File: src/design/itp_pkg.sv
// Shared types, character codes and operator tables for the infix-to-postfix converter.
`default_nettype none

package itp_pkg;

  // Default operator stack depth
  localparam int STACK_DEPTH = 32;

  // Width of one stacked operator code
  localparam int CODE_W = 3;

  // ASCII characters recognized by the converter
  localparam logic [7:0] CH_OPEN  = 8'h28;
  localparam logic [7:0] CH_CLOSE = 8'h29;
  localparam logic [7:0] CH_ADD   = 8'h2B;
  localparam logic [7:0] CH_SUB   = 8'h2D;
  localparam logic [7:0] CH_MUL   = 8'h2A;
  localparam logic [7:0] CH_DIV   = 8'h2F;
  localparam logic [7:0] CH_POW   = 8'h5E;
  localparam logic [7:0] CH_NONE  = 8'h00;

  // End marker status codes
  localparam logic [1:0] STATUS_OK       = 2'd0;
  localparam logic [1:0] STATUS_PAREN    = 2'd1;
  localparam logic [1:0] STATUS_OVERFLOW = 2'd2;

  // Stacked operator codes
  typedef enum logic [CODE_W-1:0] {
    OP_OPEN = 3'd0,
    OP_ADD  = 3'd1,
    OP_SUB  = 3'd2,
    OP_MUL  = 3'd3,
    OP_DIV  = 3'd4,
    OP_POW  = 3'd5
  } op_code_t;

  // Sequencer states
  typedef enum logic [2:0] {
    ST_IDLE,
    ST_CLOSE,
    ST_OPPOP,
    ST_FLUSH,
    ST_DRAIN
  } state_t;

  // Input beat
  typedef struct packed {
    logic [7:0] symbol;
    logic       final_char;
  } in_beat_t;

  // Output beat
  typedef struct packed {
    logic [7:0] out_symbol;
    logic       end_marker;
    logic [1:0] status;
    logic       last_of_run;
  } out_beat_t;

  // Sequencer to output stage
  typedef struct packed {
    logic      emit;
    logic      drain;
    out_beat_t beat;
  } gen_t;

  // Output stage to sequencer
  typedef struct packed {
    logic can_emit;
    logic hold_valid;
    logic out_free;
  } ostat_t;

  // ASCII character of an operator code
  function automatic logic [7:0] code_char(input op_code_t code);
    logic [7:0] ch;
    unique case (code)
      OP_OPEN: ch = CH_OPEN;
      OP_ADD:  ch = CH_ADD;
      OP_SUB:  ch = CH_SUB;
      OP_MUL:  ch = CH_MUL;
      OP_DIV:  ch = CH_DIV;
      OP_POW:  ch = CH_POW;
      default: ch = CH_NONE;
    endcase
    return ch;
  endfunction

  // Precedence of an operator code; open parenthesis ranks lowest
  function automatic logic [1:0] code_prec(input op_code_t code);
    logic [1:0] p;
    unique case (code)
      OP_ADD, OP_SUB: p = 2'd1;
      OP_MUL, OP_DIV: p = 2'd2;
      OP_POW:         p = 2'd3;
      default:        p = 2'd0;
    endcase
    return p;
  endfunction

  // Operator code of an input character, open code when not an operator
  function automatic op_code_t char_code(input logic [7:0] ch);
    op_code_t c;
    unique case (ch)
      CH_ADD:  c = OP_ADD;
      CH_SUB:  c = OP_SUB;
      CH_MUL:  c = OP_MUL;
      CH_DIV:  c = OP_DIV;
      CH_POW:  c = OP_POW;
      default: c = OP_OPEN;
    endcase
    return c;
  endfunction

  // Letter test
  function automatic logic is_letter(input logic [7:0] ch);
    return ((ch >= 8'h41) && (ch <= 8'h5A)) || ((ch >= 8'h61) && (ch <= 8'h7A));
  endfunction

endpackage

`default_nettype wire

File: src/design/itp_stack_mem.sv
// Operator stack memory: one write port, one registered read port with write-first forwarding.
`default_nettype none

module itp_stack_mem #(
  parameter int STACK_DEPTH = itp_pkg::STACK_DEPTH,
  localparam int AW = $clog2(STACK_DEPTH)
) (
  input  wire logic                      clk,
  input  wire logic                      we,
  input  wire logic [AW-1:0]             waddr,
  input  wire logic [itp_pkg::CODE_W-1:0] wdata,
  input  wire logic [AW-1:0]             raddr,
  output logic      [itp_pkg::CODE_W-1:0] rdata
);

  logic [itp_pkg::CODE_W-1:0] mem [STACK_DEPTH];

  // Write the pushed code
  always_ff @(posedge clk) begin
    if (we) begin
      mem[waddr] <= wdata;
    end
  end

  // Read the top entry, forwarding a same-cycle push
  always_ff @(posedge clk) begin
    if (we && (waddr == raddr)) begin
      rdata <= wdata;
    end else begin
      rdata <= mem[raddr];
    end
  end

endmodule

`default_nettype wire

File: src/design/itp_out_stage.sv
// Result hold register and output register; tags the last result of each input item.
`default_nettype none

module itp_out_stage (
  input  wire logic               clk,
  input  wire logic               rst,
  input  wire itp_pkg::gen_t      gen,
  output itp_pkg::ostat_t         ostat,
  output logic                    out_valid,
  input  wire logic               out_ready,
  output itp_pkg::out_beat_t      out_item
);

  logic               hold_valid;
  itp_pkg::out_beat_t hold;
  logic               out_free;
  logic               load_next;
  logic               load_last;

  // Status toward the sequencer
  assign out_free         = !out_valid || out_ready;
  assign ostat.out_free   = out_free;
  assign ostat.hold_valid = hold_valid;
  assign ostat.can_emit   = !hold_valid || out_free;

  // Move the held result out: plain when another follows, tagged last on drain
  assign load_next = gen.emit && hold_valid && out_free;
  assign load_last = !gen.emit && gen.drain && hold_valid && out_free;

  // Control flags
  always_ff @(posedge clk) begin
    if (rst) begin
      out_valid  <= 1'b0;
      hold_valid <= 1'b0;
    end else begin
      if (load_next || load_last) begin
        out_valid <= 1'b1;
      end else if (out_free) begin
        out_valid <= 1'b0;
      end
      if (gen.emit && ostat.can_emit) begin
        hold_valid <= 1'b1;
      end else if (load_last) begin
        hold_valid <= 1'b0;
      end
    end
  end

  // Payload
  always_ff @(posedge clk) begin
    if (gen.emit && ostat.can_emit) begin
      hold <= gen.beat;
    end
    if (load_next || load_last) begin
      out_item <= '{out_symbol:  hold.out_symbol,
                    end_marker:  hold.end_marker,
                    status:      hold.status,
                    last_of_run: load_last};
    end
  end

endmodule

`default_nettype wire

File: src/design/itp_ctrl.sv
// Sequencer: classifies characters, pops and pushes the operator stack one entry per cycle, held on output stall.
`default_nettype none

module itp_ctrl #(
  parameter int STACK_DEPTH = itp_pkg::STACK_DEPTH,
  localparam int AW   = $clog2(STACK_DEPTH),
  localparam int SP_W = $clog2(STACK_DEPTH + 1)
) (
  input  wire logic                       clk,
  input  wire logic                       rst,
  input  wire logic                       in_valid,
  output logic                            in_ready,
  input  wire itp_pkg::in_beat_t          in_item,
  input  wire itp_pkg::ostat_t            ostat,
  output itp_pkg::gen_t                   gen,
  output logic                            we,
  output logic      [AW-1:0]              waddr,
  output logic      [itp_pkg::CODE_W-1:0] wdata,
  output logic      [AW-1:0]              raddr,
  input  wire logic [itp_pkg::CODE_W-1:0] rdata
);

  itp_pkg::state_t   state, state_next;
  logic [SP_W-1:0]   sp, sp_next;
  logic [1:0]        err, err_next;
  itp_pkg::op_code_t cur, cur_next;
  logic              fin, fin_next;
  itp_pkg::op_code_t top;
  itp_pkg::op_code_t push_code;
  logic              do_push;
  logic              raise;
  logic [1:0]        raise_code;
  logic              stack_empty;

  assign top         = itp_pkg::op_code_t'(rdata);
  assign stack_empty = (sp == '0);
  assign waddr       = AW'(sp);
  assign wdata       = push_code;

  // Read the entry that will be on top next cycle
  assign raddr = (sp_next == '0) ? '0 : AW'(sp_next - SP_W'(1));

  // State and stack registers
  always_ff @(posedge clk) begin
    if (rst) begin
      state <= itp_pkg::ST_IDLE;
      sp    <= '0;
      err   <= itp_pkg::STATUS_OK;
    end else begin
      state <= state_next;
      sp    <= sp_next;
      err   <= err_next;
    end
  end

  // Item registers
  always_ff @(posedge clk) begin
    cur <= cur_next;
    fin <= fin_next;
  end

  // Next state, stack moves and results
  always_comb begin
    state_next = state;
    sp_next    = sp;
    err_next   = err;
    cur_next   = cur;
    fin_next   = fin;
    in_ready   = 1'b0;
    gen        = '0;
    do_push    = 1'b0;
    push_code  = cur;
    raise      = 1'b0;
    raise_code = itp_pkg::STATUS_OK;
    we         = 1'b0;

    unique case (state)
      itp_pkg::ST_IDLE: begin
        in_ready = 1'b1;
        if (in_valid) begin
          fin_next   = in_item.final_char;
          state_next = in_item.final_char ? itp_pkg::ST_FLUSH : itp_pkg::ST_DRAIN;
          if (itp_pkg::is_letter(in_item.symbol)) begin
            gen.emit            = 1'b1;
            gen.beat.out_symbol = in_item.symbol;
          end else if (in_item.symbol == itp_pkg::CH_OPEN) begin
            do_push   = 1'b1;
            push_code = itp_pkg::OP_OPEN;
          end else if (in_item.symbol == itp_pkg::CH_CLOSE) begin
            state_next = itp_pkg::ST_CLOSE;
          end else if (itp_pkg::char_code(in_item.symbol) != itp_pkg::OP_OPEN) begin
            cur_next   = itp_pkg::char_code(in_item.symbol);
            state_next = itp_pkg::ST_OPPOP;
          end
        end
      end

      // Pop down to the matching open parenthesis
      itp_pkg::ST_CLOSE: begin
        if (stack_empty) begin
          raise      = 1'b1;
          raise_code = itp_pkg::STATUS_PAREN;
          state_next = fin ? itp_pkg::ST_FLUSH : itp_pkg::ST_DRAIN;
        end else if (top == itp_pkg::OP_OPEN) begin
          sp_next    = sp - SP_W'(1);
          state_next = fin ? itp_pkg::ST_FLUSH : itp_pkg::ST_DRAIN;
        end else if (ostat.can_emit) begin
          gen.emit            = 1'b1;
          gen.beat.out_symbol = itp_pkg::code_char(top);
          sp_next             = sp - SP_W'(1);
        end
      end

      // Pop operators of equal or higher precedence, then push
      itp_pkg::ST_OPPOP: begin
        if (stack_empty || (top == itp_pkg::OP_OPEN) ||
            (itp_pkg::code_prec(top) < itp_pkg::code_prec(cur))) begin
          do_push    = 1'b1;
          state_next = fin ? itp_pkg::ST_FLUSH : itp_pkg::ST_DRAIN;
        end else if (ostat.can_emit) begin
          gen.emit            = 1'b1;
          gen.beat.out_symbol = itp_pkg::code_char(top);
          sp_next             = sp - SP_W'(1);
        end
      end

      // Empty the stack, then close the expression
      itp_pkg::ST_FLUSH: begin
        if (stack_empty) begin
          if (ostat.can_emit) begin
            gen.emit            = 1'b1;
            gen.beat.out_symbol = itp_pkg::CH_NONE;
            gen.beat.end_marker = 1'b1;
            gen.beat.status     = err;
            err_next            = itp_pkg::STATUS_OK;
            state_next          = itp_pkg::ST_DRAIN;
          end
        end else if (top == itp_pkg::OP_OPEN) begin
          raise      = 1'b1;
          raise_code = itp_pkg::STATUS_PAREN;
          sp_next    = sp - SP_W'(1);
        end else if (ostat.can_emit) begin
          gen.emit            = 1'b1;
          gen.beat.out_symbol = itp_pkg::code_char(top);
          sp_next             = sp - SP_W'(1);
        end
      end

      // Send the held result out as the last one of the item
      itp_pkg::ST_DRAIN: begin
        gen.drain = 1'b1;
        if (!ostat.hold_valid || ostat.out_free) begin
          state_next = itp_pkg::ST_IDLE;
        end
      end

      default: begin
        state_next = itp_pkg::ST_IDLE;
      end
    endcase

    // Push, or flag overflow on a full stack
    if (do_push) begin
      if (sp >= SP_W'(STACK_DEPTH)) begin
        raise      = 1'b1;
        raise_code = itp_pkg::STATUS_OVERFLOW;
      end else begin
        we      = 1'b1;
        sp_next = sp + SP_W'(1);
      end
    end

    // Keep the first error of the expression
    if (raise && (err == itp_pkg::STATUS_OK)) begin
      err_next = raise_code;
    end
  end

endmodule

`default_nettype wire

File: src/design/infix_to_postfix_converter.sv
// Infix to postfix converter top level: sequencer, operator stack memory and output stage.
// A letter passes from the sequencer into the hold register, then the output register.
// A new input beat is taken only when idle; an operator or ')' adds a state, and each popped
// operator, flushed entry and end marker is its own step; one pop a cycle, held on stall.
// Reset clears the stack pointer, error status, sequencer and output flags; the stack
// memory itself is not cleared and needs no clearing pass.
`default_nettype none

module infix_to_postfix_converter #(
  parameter int STACK_DEPTH = itp_pkg::STACK_DEPTH
) (
  input  wire logic               clk,
  input  wire logic               rst,
  input  wire logic               in_valid,
  output logic                    in_ready,
  input  wire itp_pkg::in_beat_t  in_item,
  output logic                    out_valid,
  input  wire logic               out_ready,
  output itp_pkg::out_beat_t      out_item
);

  localparam int AW = $clog2(STACK_DEPTH);

  itp_pkg::gen_t              gen;
  itp_pkg::ostat_t            ostat;
  logic                       we;
  logic [AW-1:0]              waddr;
  logic [AW-1:0]              raddr;
  logic [itp_pkg::CODE_W-1:0] wdata;
  logic [itp_pkg::CODE_W-1:0] rdata;

  // Sequencer
  itp_ctrl #(
    .STACK_DEPTH(STACK_DEPTH)
  ) u_ctrl (
    .clk      (clk),
    .rst      (rst),
    .in_valid (in_valid),
    .in_ready (in_ready),
    .in_item  (in_item),
    .ostat    (ostat),
    .gen      (gen),
    .we       (we),
    .waddr    (waddr),
    .wdata    (wdata),
    .raddr    (raddr),
    .rdata    (rdata)
  );

  // Operator stack
  itp_stack_mem #(
    .STACK_DEPTH(STACK_DEPTH)
  ) u_stack (
    .clk   (clk),
    .we    (we),
    .waddr (waddr),
    .wdata (wdata),
    .raddr (raddr),
    .rdata (rdata)
  );

  // Result hold and output register
  itp_out_stage u_out (
    .clk       (clk),
    .rst       (rst),
    .gen       (gen),
    .ostat     (ostat),
    .out_valid (out_valid),
    .out_ready (out_ready),
    .out_item  (out_item)
  );

endmodule

`default_nettype wire

File: config.mk
export PLATFORM = sky130hd
export DESIGN_NAME = infix_to_postfix_converter
export DESIGN_NICKNAME = d
export VERILOG_FILES = /design/src/design/itp_pkg.sv /design/src/design/itp_stack_mem.sv /design/src/design/itp_out_stage.sv /design/src/design/itp_ctrl.sv /design/src/design/infix_to_postfix_converter.sv
export SDC_FILE = /design/constraint.sdc
export NUM_CORES = 1
export LEC_CHECK = 0
export BUFFER_PORTS_ARGS = -buffer_cell sky130_fd_sc_hd__buf_4
export CAP_MARGIN = 10
export CORE_AREA = 3 3 101 123
export DETAILED_ROUTE_END_ITERATION = 6
export DIE_AREA = 0 0 104 126
export PLACE_DENSITY_LB_ADDON = 0.2
export SLEW_MARGIN = 20
export SYNTH_ARGS = -nofsm -noshare
export SYNTH_HDL_FRONTEND = slang
export SYNTH_HIERARCHICAL = 1
export SYNTH_SLANG_ARGS = --single-unit
File: constraint.sdc
create_clock -name clk -period 7.05 [get_ports clk]
set_clock_uncertainty 0.05 [all_clocks]
set_input_delay 0 -clock clk [delete_from_list [all_inputs] [get_ports clk]]
set_output_delay 0 -clock clk [all_outputs]
set_load 0.005 [all_outputs]
==> results of run 1 <==
==> sequential cells by signal (all words and copies together) (netlist names), named ones only <==
signal	cells
u_ctrl/sp	6
u_out/hold	11
u_out/out_item	12
u_ctrl/fin	1
u_ctrl/cur	3
u_stack/mem	96
u_out/out_valid	1
u_ctrl/err	2
u_ctrl/state	3
u_out/hold_valid	1
==> power by group <==
| group | internal [mW] | leakage (nW) | switching, mW |
|---|---|---|---|
| Sequential | 1.01 | 1.27 | 0.150 |
| Combinational | 0.585 | 1.02 | 0.693 |
| Clock | 0.478 | 0.255 | 0.325 |
| Total | 2.07 | 2.55 | 1.17 |
==> final cells by class <==
cell class	count	area share, %
clock buffer	19	5.68
tap	157	2.58
timing repair buffer	40	4.30
sequential	141	53.2
inverter	13	0.640
clock inverter	13	1.31
multi-input combinational	307	32.3
==> cell usage in the layout (no fill, tap or decap), types with 6 or more instances in the layout <==
cell,count
sky130_fd_sc_hd__a21o_1,6
sky130_fd_sc_hd__nor2_1,69
sky130_fd_sc_hd__clkbuf_16,17
sky130_fd_sc_hd__edfxtp_1,123
sky130_fd_sc_hd__nand2_1,20
sky130_fd_sc_hd__inv_1,12
sky130_fd_sc_hd__nand3_1,7
sky130_fd_sc_hd__mux4_2,29
sky130_fd_sc_hd__a21oi_1,17
sky130_fd_sc_hd__nor2b_1,6
sky130_fd_sc_hd__nand3b_1,8
sky130_fd_sc_hd__nor3_1,7
sky130_fd_sc_hd__dlygate4sd3_1,11
sky130_fd_sc_hd__dfxtp_1,18
sky130_fd_sc_hd__a211oi_1,6
sky130_fd_sc_hd__o21ai_0,11
sky130_fd_sc_hd__nand2b_1,11
sky130_fd_sc_hd__buf_4,29
==> final timing paths <==
check | startpoint | to | slack (ns) | cells after the start
max reg2reg | flip-flop | flip-flop | 1.38 | 17
min reg2reg | u_out/hold[3]$_DFFE_PP_ | u_out/out_item[3]$_DFFE_PP_ | 0.37 | 0
max | flip-flop | flip-flop | 1.38 | 17
min | in_item[8] | u_ctrl/cur[1]$_DFFE_PP_ | 0.04 | 4
==> stage by stage <==
stage / setup WS (ns) / hold WS [ns] / utilization (%) / total power, mW / instance area [µm²]
2_1_floorplan: 2.04 / 0.0179 / - / 2.16 / 6750
3_3_place_gp: 1.65 / 0.155 / 61.2 / 2.40 / 6980
3_5_place_dp: 1.43 / 0.158 / 61.2 / 2.42 / 6980
4_1_cts: 1.38 / 0.0139 / 66.8 / 3.25 / 7620
5_1_grt: 0.934 / 0.0421 / 66.8 / 3.43 / 7620
6_report: 1.38 / 0.0408 / 66.8 / 3.24 / 7620
==> metal layers <==
| layer | global-route usage [%] | up-vias | share of wire (%) |
|---|---|---|---|
| met2 | 40.9 | 200 | 52 |
| met3 | 5.89 | 39 | 6.9 |
| met4 | 11.2 | 0 | 3.6 |
| li1 | - | 1962 | - |
| met1 | 27.7 | 2098 | 37 |
| met5 | 0 | - | 0 |
==> worst reg2reg max path, cell delays in order, from the launching register on <==
cell	delay, ns
sky130_fd_sc_hd__dfxtp_1	1.01
sky130_fd_sc_hd__mux4_2	0.43
sky130_fd_sc_hd__mux4_2	0.49
sky130_fd_sc_hd__mux2_2	0.36
sky130_fd_sc_hd__inv_1	0.10
sky130_fd_sc_hd__nor2_1	0.06
sky130_fd_sc_hd__a21o_1	0.19
sky130_fd_sc_hd__ha_1	0.25
sky130_fd_sc_hd__a2111oi_4	0.47
sky130_fd_sc_hd__o21ai_1	0.37
sky130_fd_sc_hd__a21oi_2	0.40
sky130_fd_sc_hd__o21bai_1	0.19
sky130_fd_sc_hd__a2bb2oi_1	0.23
sky130_fd_sc_hd__ha_1	0.24
sky130_fd_sc_hd__inv_1	0.08
sky130_fd_sc_hd__a2111oi_4	0.29
sky130_fd_sc_hd__a21boi_2	0.22
sky130_fd_sc_hd__mux2i_1	0.19
==> impl_metrics.yaml, run 1 <==
worst_setup_path:
  crit_path_cell_trace: "mux4_2 -> mux4_2 -> mux2_2 -> inv_1 -> nor2_1 -> a21o_1 -> ha_1 -> a2111oi_4 -> o21ai_1 -> a21oi_2 -> o21bai_1 -> a2bb2oi_1 -> ha_1 -> inv_1 -> a2111oi_4 -> a21boi_2 -> mux2i_1"
  critical_path_required_time_ns: 7.34
  cp.arrival_ns: 5.96
  cp-start-kind: "flip-flop"
  critPathCaptureType: "flip-flop"
  cpMaxStageDelayCell: "sky130_fd_sc_hd__dfxtp_1"
  critical_path.top_delay_family: "compound AO/OA/AOI/OAI gates"
  path_buf_inv: 2
  critical_path_class: "reg -> reg"
  critical_path_peak_fanout: 24
  cpPeakStageDelay_ns: 1.01
min_path:
  min-delay-path-class: "in -> reg"
drt:
  initialDrtViolationCount: 382
  post_drt_wl_per_cell_um: 21.4
  drt_drc_violations_left: 0
  route.antenna.remaining_nets: 0
  firstDrtPassIters: 5
  finalWirelength_um: 14800
  detailroute.via_count: 4299
  avgViaCountPerCell: 6.23
placed_design:
  place.detailed.hpwl_um: 9680
  dpl.cell_count: 647
  buffer_ports.inserted: 26
  routability_congestion_estimate: 0.948
sta:
  max_freq_ghz: 0.177
  setup-violations-final: 0
  worst_slew_margin_rel_pct: 29.4
  worst-slew-pin-transition_ns: 1.06
  drv_slew: 0
  hold_viol_final: 0
  rsz_0062_raised_after_global_routing: "no"
  setup-tns-final_ns: 0
  min_period_over_period_pct: 80.4
  final_period_minus_worst_setup_slack_ns: 5.67
finish:
  layout_cells_sized_above_1_pct: 21.6
  fill_cells: 838
  antenna_cells: 0
  finalNetCount: 537
  flow.area_growth_from_synthesis_pct: 13.0
  stdcell_count: 690
  multi_input_comb_area_mm2: 0.00246
  ff_latch_area_mm2: 0.00405
clocking:
  postCtsResizedCells: 0
  cts_num_sinks: 141
  clk_latency_ns: 0.43
  tritoncts_clock_tree: "yes"
  cts.path.max_buffers: 2
  cts_inserted_buffers: 17
  cts_hold_buf: 11
  cts-root-buf: "sky130_fd_sc_hd__clkbuf_16"
  post_cts_buffers: 0
  clk_pin_slew_ns: 0.06
  htreeDepth: 4
power_and_ir_drop:
  lkg_pwr_nw: 2.55
  p_per_area_mw_per_mm2: 425
  power.ir.vdd_worst_v: 0.000235
floorplanning:
  core_area_mm2: 0.0114
  die_height_um: 126
  chipWidth_um: 104
  ioPinCount: 27
  placement_rows: 43
  floorplan.die_area_mm2: 0.0131
  start_util_pct: 59.2
flow_run:
  max-cap-violations: 0
synth:
  postSynthCellCount: 494
  syn-mean-instance-area_um2: 13.7
  yosysWarnings: 6
  post_synth_instance_area_mm2: 0.00675
  synth_nets: 511
global_route:
  grt_antenna_before_repair: 0
  grt_pass1_vias: 4319
  first_pass_grt_wire_length_um: 23500
  global_route.overflow_total: 0
  total_grt_usage_pct: 23.6
  largest_net_degree_at_the_start_of_global_routing: 33
status:
  outcome: "complete, no violations"
(Power assumes the default switching activity.)
==> inputs of run 2 (changes only) <==
Clock period 7.05 ns to 5.3 ns, I/O delays scaled along.
==> impl_metrics.yaml, run 2 (synthesized netlist as in run 1, its figures left out) <==
sta:
  min_period_over_period_pct: 95.2
  max_freq_ghz: 0.198
  final.hold.worst_slack_ns: 0.0469
  drv_slew: 0
  worst_slew_margin_rel_pct: 41.1
  worst-slew-pin-transition_ns: 0.883
  final_period_minus_worst_setup_slack_ns: 5.05
  setup-violations-final: 0
  hold_viol_final: 0
finish:
  layout_cells_sized_above_1_pct: 24.5
  stdcell_count: 700
  finalNetCount: 547
  fin_util_pct: 69.0
  layout.cells.most_common: "sky130_fd_sc_hd__edfxtp_1"
  fill_cells: 782
  largest-register: "u_stack/mem"
  mostFrequentLayoutCells: "sky130_fd_sc_hd__edfxtp_1, sky130_fd_sc_hd__nor2_1, sky130_fd_sc_hd__buf_4"
  top_regs: "u_stack/mem: 96 flops, u_out/out_item: 12 flops, u_out/hold: 11 flops"
  flow.area_growth_from_synthesis_pct: 16.6
  antenna_cells: 0
  stdcell_area_mm2: 0.00787
  largest_register_ffs: 96
placed_design:
  place.detailed.hpwl_um: 9550
  post_dp_cell_area_mm2: 0.00703
  buffer_ports.inserted: 26
  dpl.cell_count: 652
  routability_congestion_estimate: 0.917
power_and_ir_drop:
  power.ir.vdd_worst_v: 0.000312
  p_per_area_mw_per_mm2: 594
  lkg_pwr_nw: 2.68
clocking:
  htreeDepth: 4
  clk_pin_slew_ns: 0.06
  cts-root-buf: "sky130_fd_sc_hd__clkbuf_16"
  tritoncts_clock_tree: "yes"
  cts_inserted_buffers: 17
  clk_latency_ns: 0.42
  cts_num_sinks: 141
  cts.path.max_buffers: 2
global_route:
  total_grt_usage_pct: 24.4
  global_route.overflow_total: 0
  largest_net_degree_at_the_start_of_global_routing: 33
  first_pass_grt_wire_length_um: 24300
  grt_antenna_before_repair: 0
  grt_pass1_vias: 4504
worst_setup_path:
  cp-start-kind: "flip-flop"
  critical_path_peak_fanout: 24
  cp.arrival_ns: 5.34
  critical_path_required_time_ns: 5.60
  critical_path_class: "reg -> reg"
  critPathCaptureType: "flip-flop"
drt:
  detailroute.via_count: 4357
  finalWirelength_um: 15200
  initialDrtViolationCount: 337
  firstDrtPassIters: 7
  drt_drc_violations_left: 0
  post_drt_wl_per_cell_um: 21.7
  route.antenna.remaining_nets: 0
  avgViaCountPerCell: 6.22
floorplanning:
  placement_rows: 43
  floorplan.die_area_mm2: 0.0131
  ioPinCount: 27
  start_util_pct: 59.2
  chipWidth_um: 104
  core_area_mm2: 0.0114
  die_height_um: 126
min_path:
  min-delay-path-class: "in -> reg"
status:
  outcome: "complete, no violations"
flow_run:
  max-cap-violations: 0
==> run 2: metal layers <==
metal	routed length, µm	vias up	GRT usage (%)
met1	5710	2149	28.4
met3	1020	28	5.79
met2	8080	209	43.4
met5	0	-	0
met4	351	0	10.0
li1	-	1971	-
==> run 2: final cells by class <==
cell class	count	area [µm²]	share of cell area [%]
multi-input cells	307	2480	31.5
clock buffers	22	484	6.16
flip-flops and latches	141	4050	51.5
repair buffers	50	419	5.33
inverters	13	48.8	0.620
clock inverters	10	184	2.34
well taps	157	196	2.50
==> run 2: what timing repair did <==
item                                    4_1_cts  5_1_grt
gates resized for setup                       0        3
endpoints found under the hold margin        23        0
setup buffers                                 0        4
endpoints found under the setup margin        0        1
hold buffers                                 11        0
==> run 2: path summary, 6_finish.rpt <==
| path | slack (ns) | to | cells past startpoint | from |
|---|---|---|---|---|
| hold reg to reg | 0.36 | u_out/out_item[6]$_DFFE_PP_ | 0 | u_out/hold[6]$_DFFE_PP_ |
| setup / recovery | 0.25 | flip-flop | 17 | flip-flop |
| hold / removal | 0.05 | u_ctrl/cur[1]$_DFFE_PP_ | 4 | in_item[8] |
| setup reg to reg | 0.25 | flip-flop | 17 | flip-flop |
==> run 2: worst max-delay path: stages, from the launching register on <==
cell and delay, ns:
sky130_fd_sc_hd__dfxtp_1 0.35, sky130_fd_sc_hd__buf_12 0.22, sky130_fd_sc_hd__mux4_1 0.58, sky130_fd_sc_hd__mux4_2 0.48
sky130_fd_sc_hd__mux2_2 0.36, sky130_fd_sc_hd__nor2b_1 0.17, sky130_fd_sc_hd__a21o_1 0.16, sky130_fd_sc_hd__ha_1 0.24
sky130_fd_sc_hd__a2111oi_4 0.43, sky130_fd_sc_hd__o21ai_1 0.18, sky130_fd_sc_hd__a21oi_2 0.29, sky130_fd_sc_hd__o21bai_1 0.22
sky130_fd_sc_hd__a2bb2oi_2 0.19, sky130_fd_sc_hd__ha_2 0.23, sky130_fd_sc_hd__inv_1 0.07, sky130_fd_sc_hd__a2111oi_4 0.29
sky130_fd_sc_hd__a21boi_2 0.23, sky130_fd_sc_hd__mux2i_1 0.21
==> run 2: metrics by stage <==
| step | total power [mW] | TNS (ns) | worst slack (ns) |
|---|---|---|---|
| final | 4.67 | 0 | 0.254 |
| after global routing | 4.92 | -0.0277 | -0.0277 |
| after floorplan | 2.88 | 0 | 0.291 |
| after detailed placement | 3.27 | 0 | 0.131 |
| after global placement | 3.22 | 0 | 0.386 |
| after CTS | 4.62 | 0 | 0.0827 |
==> run 2: report_power, final <==
part           total [mW]  leakage [nW]  internal (mW)  switching [mW]
clock                1.32         0.322          0.884           0.441
sequential           1.52          1.27           1.34           0.174
combinational        1.83          1.09          0.842           0.992
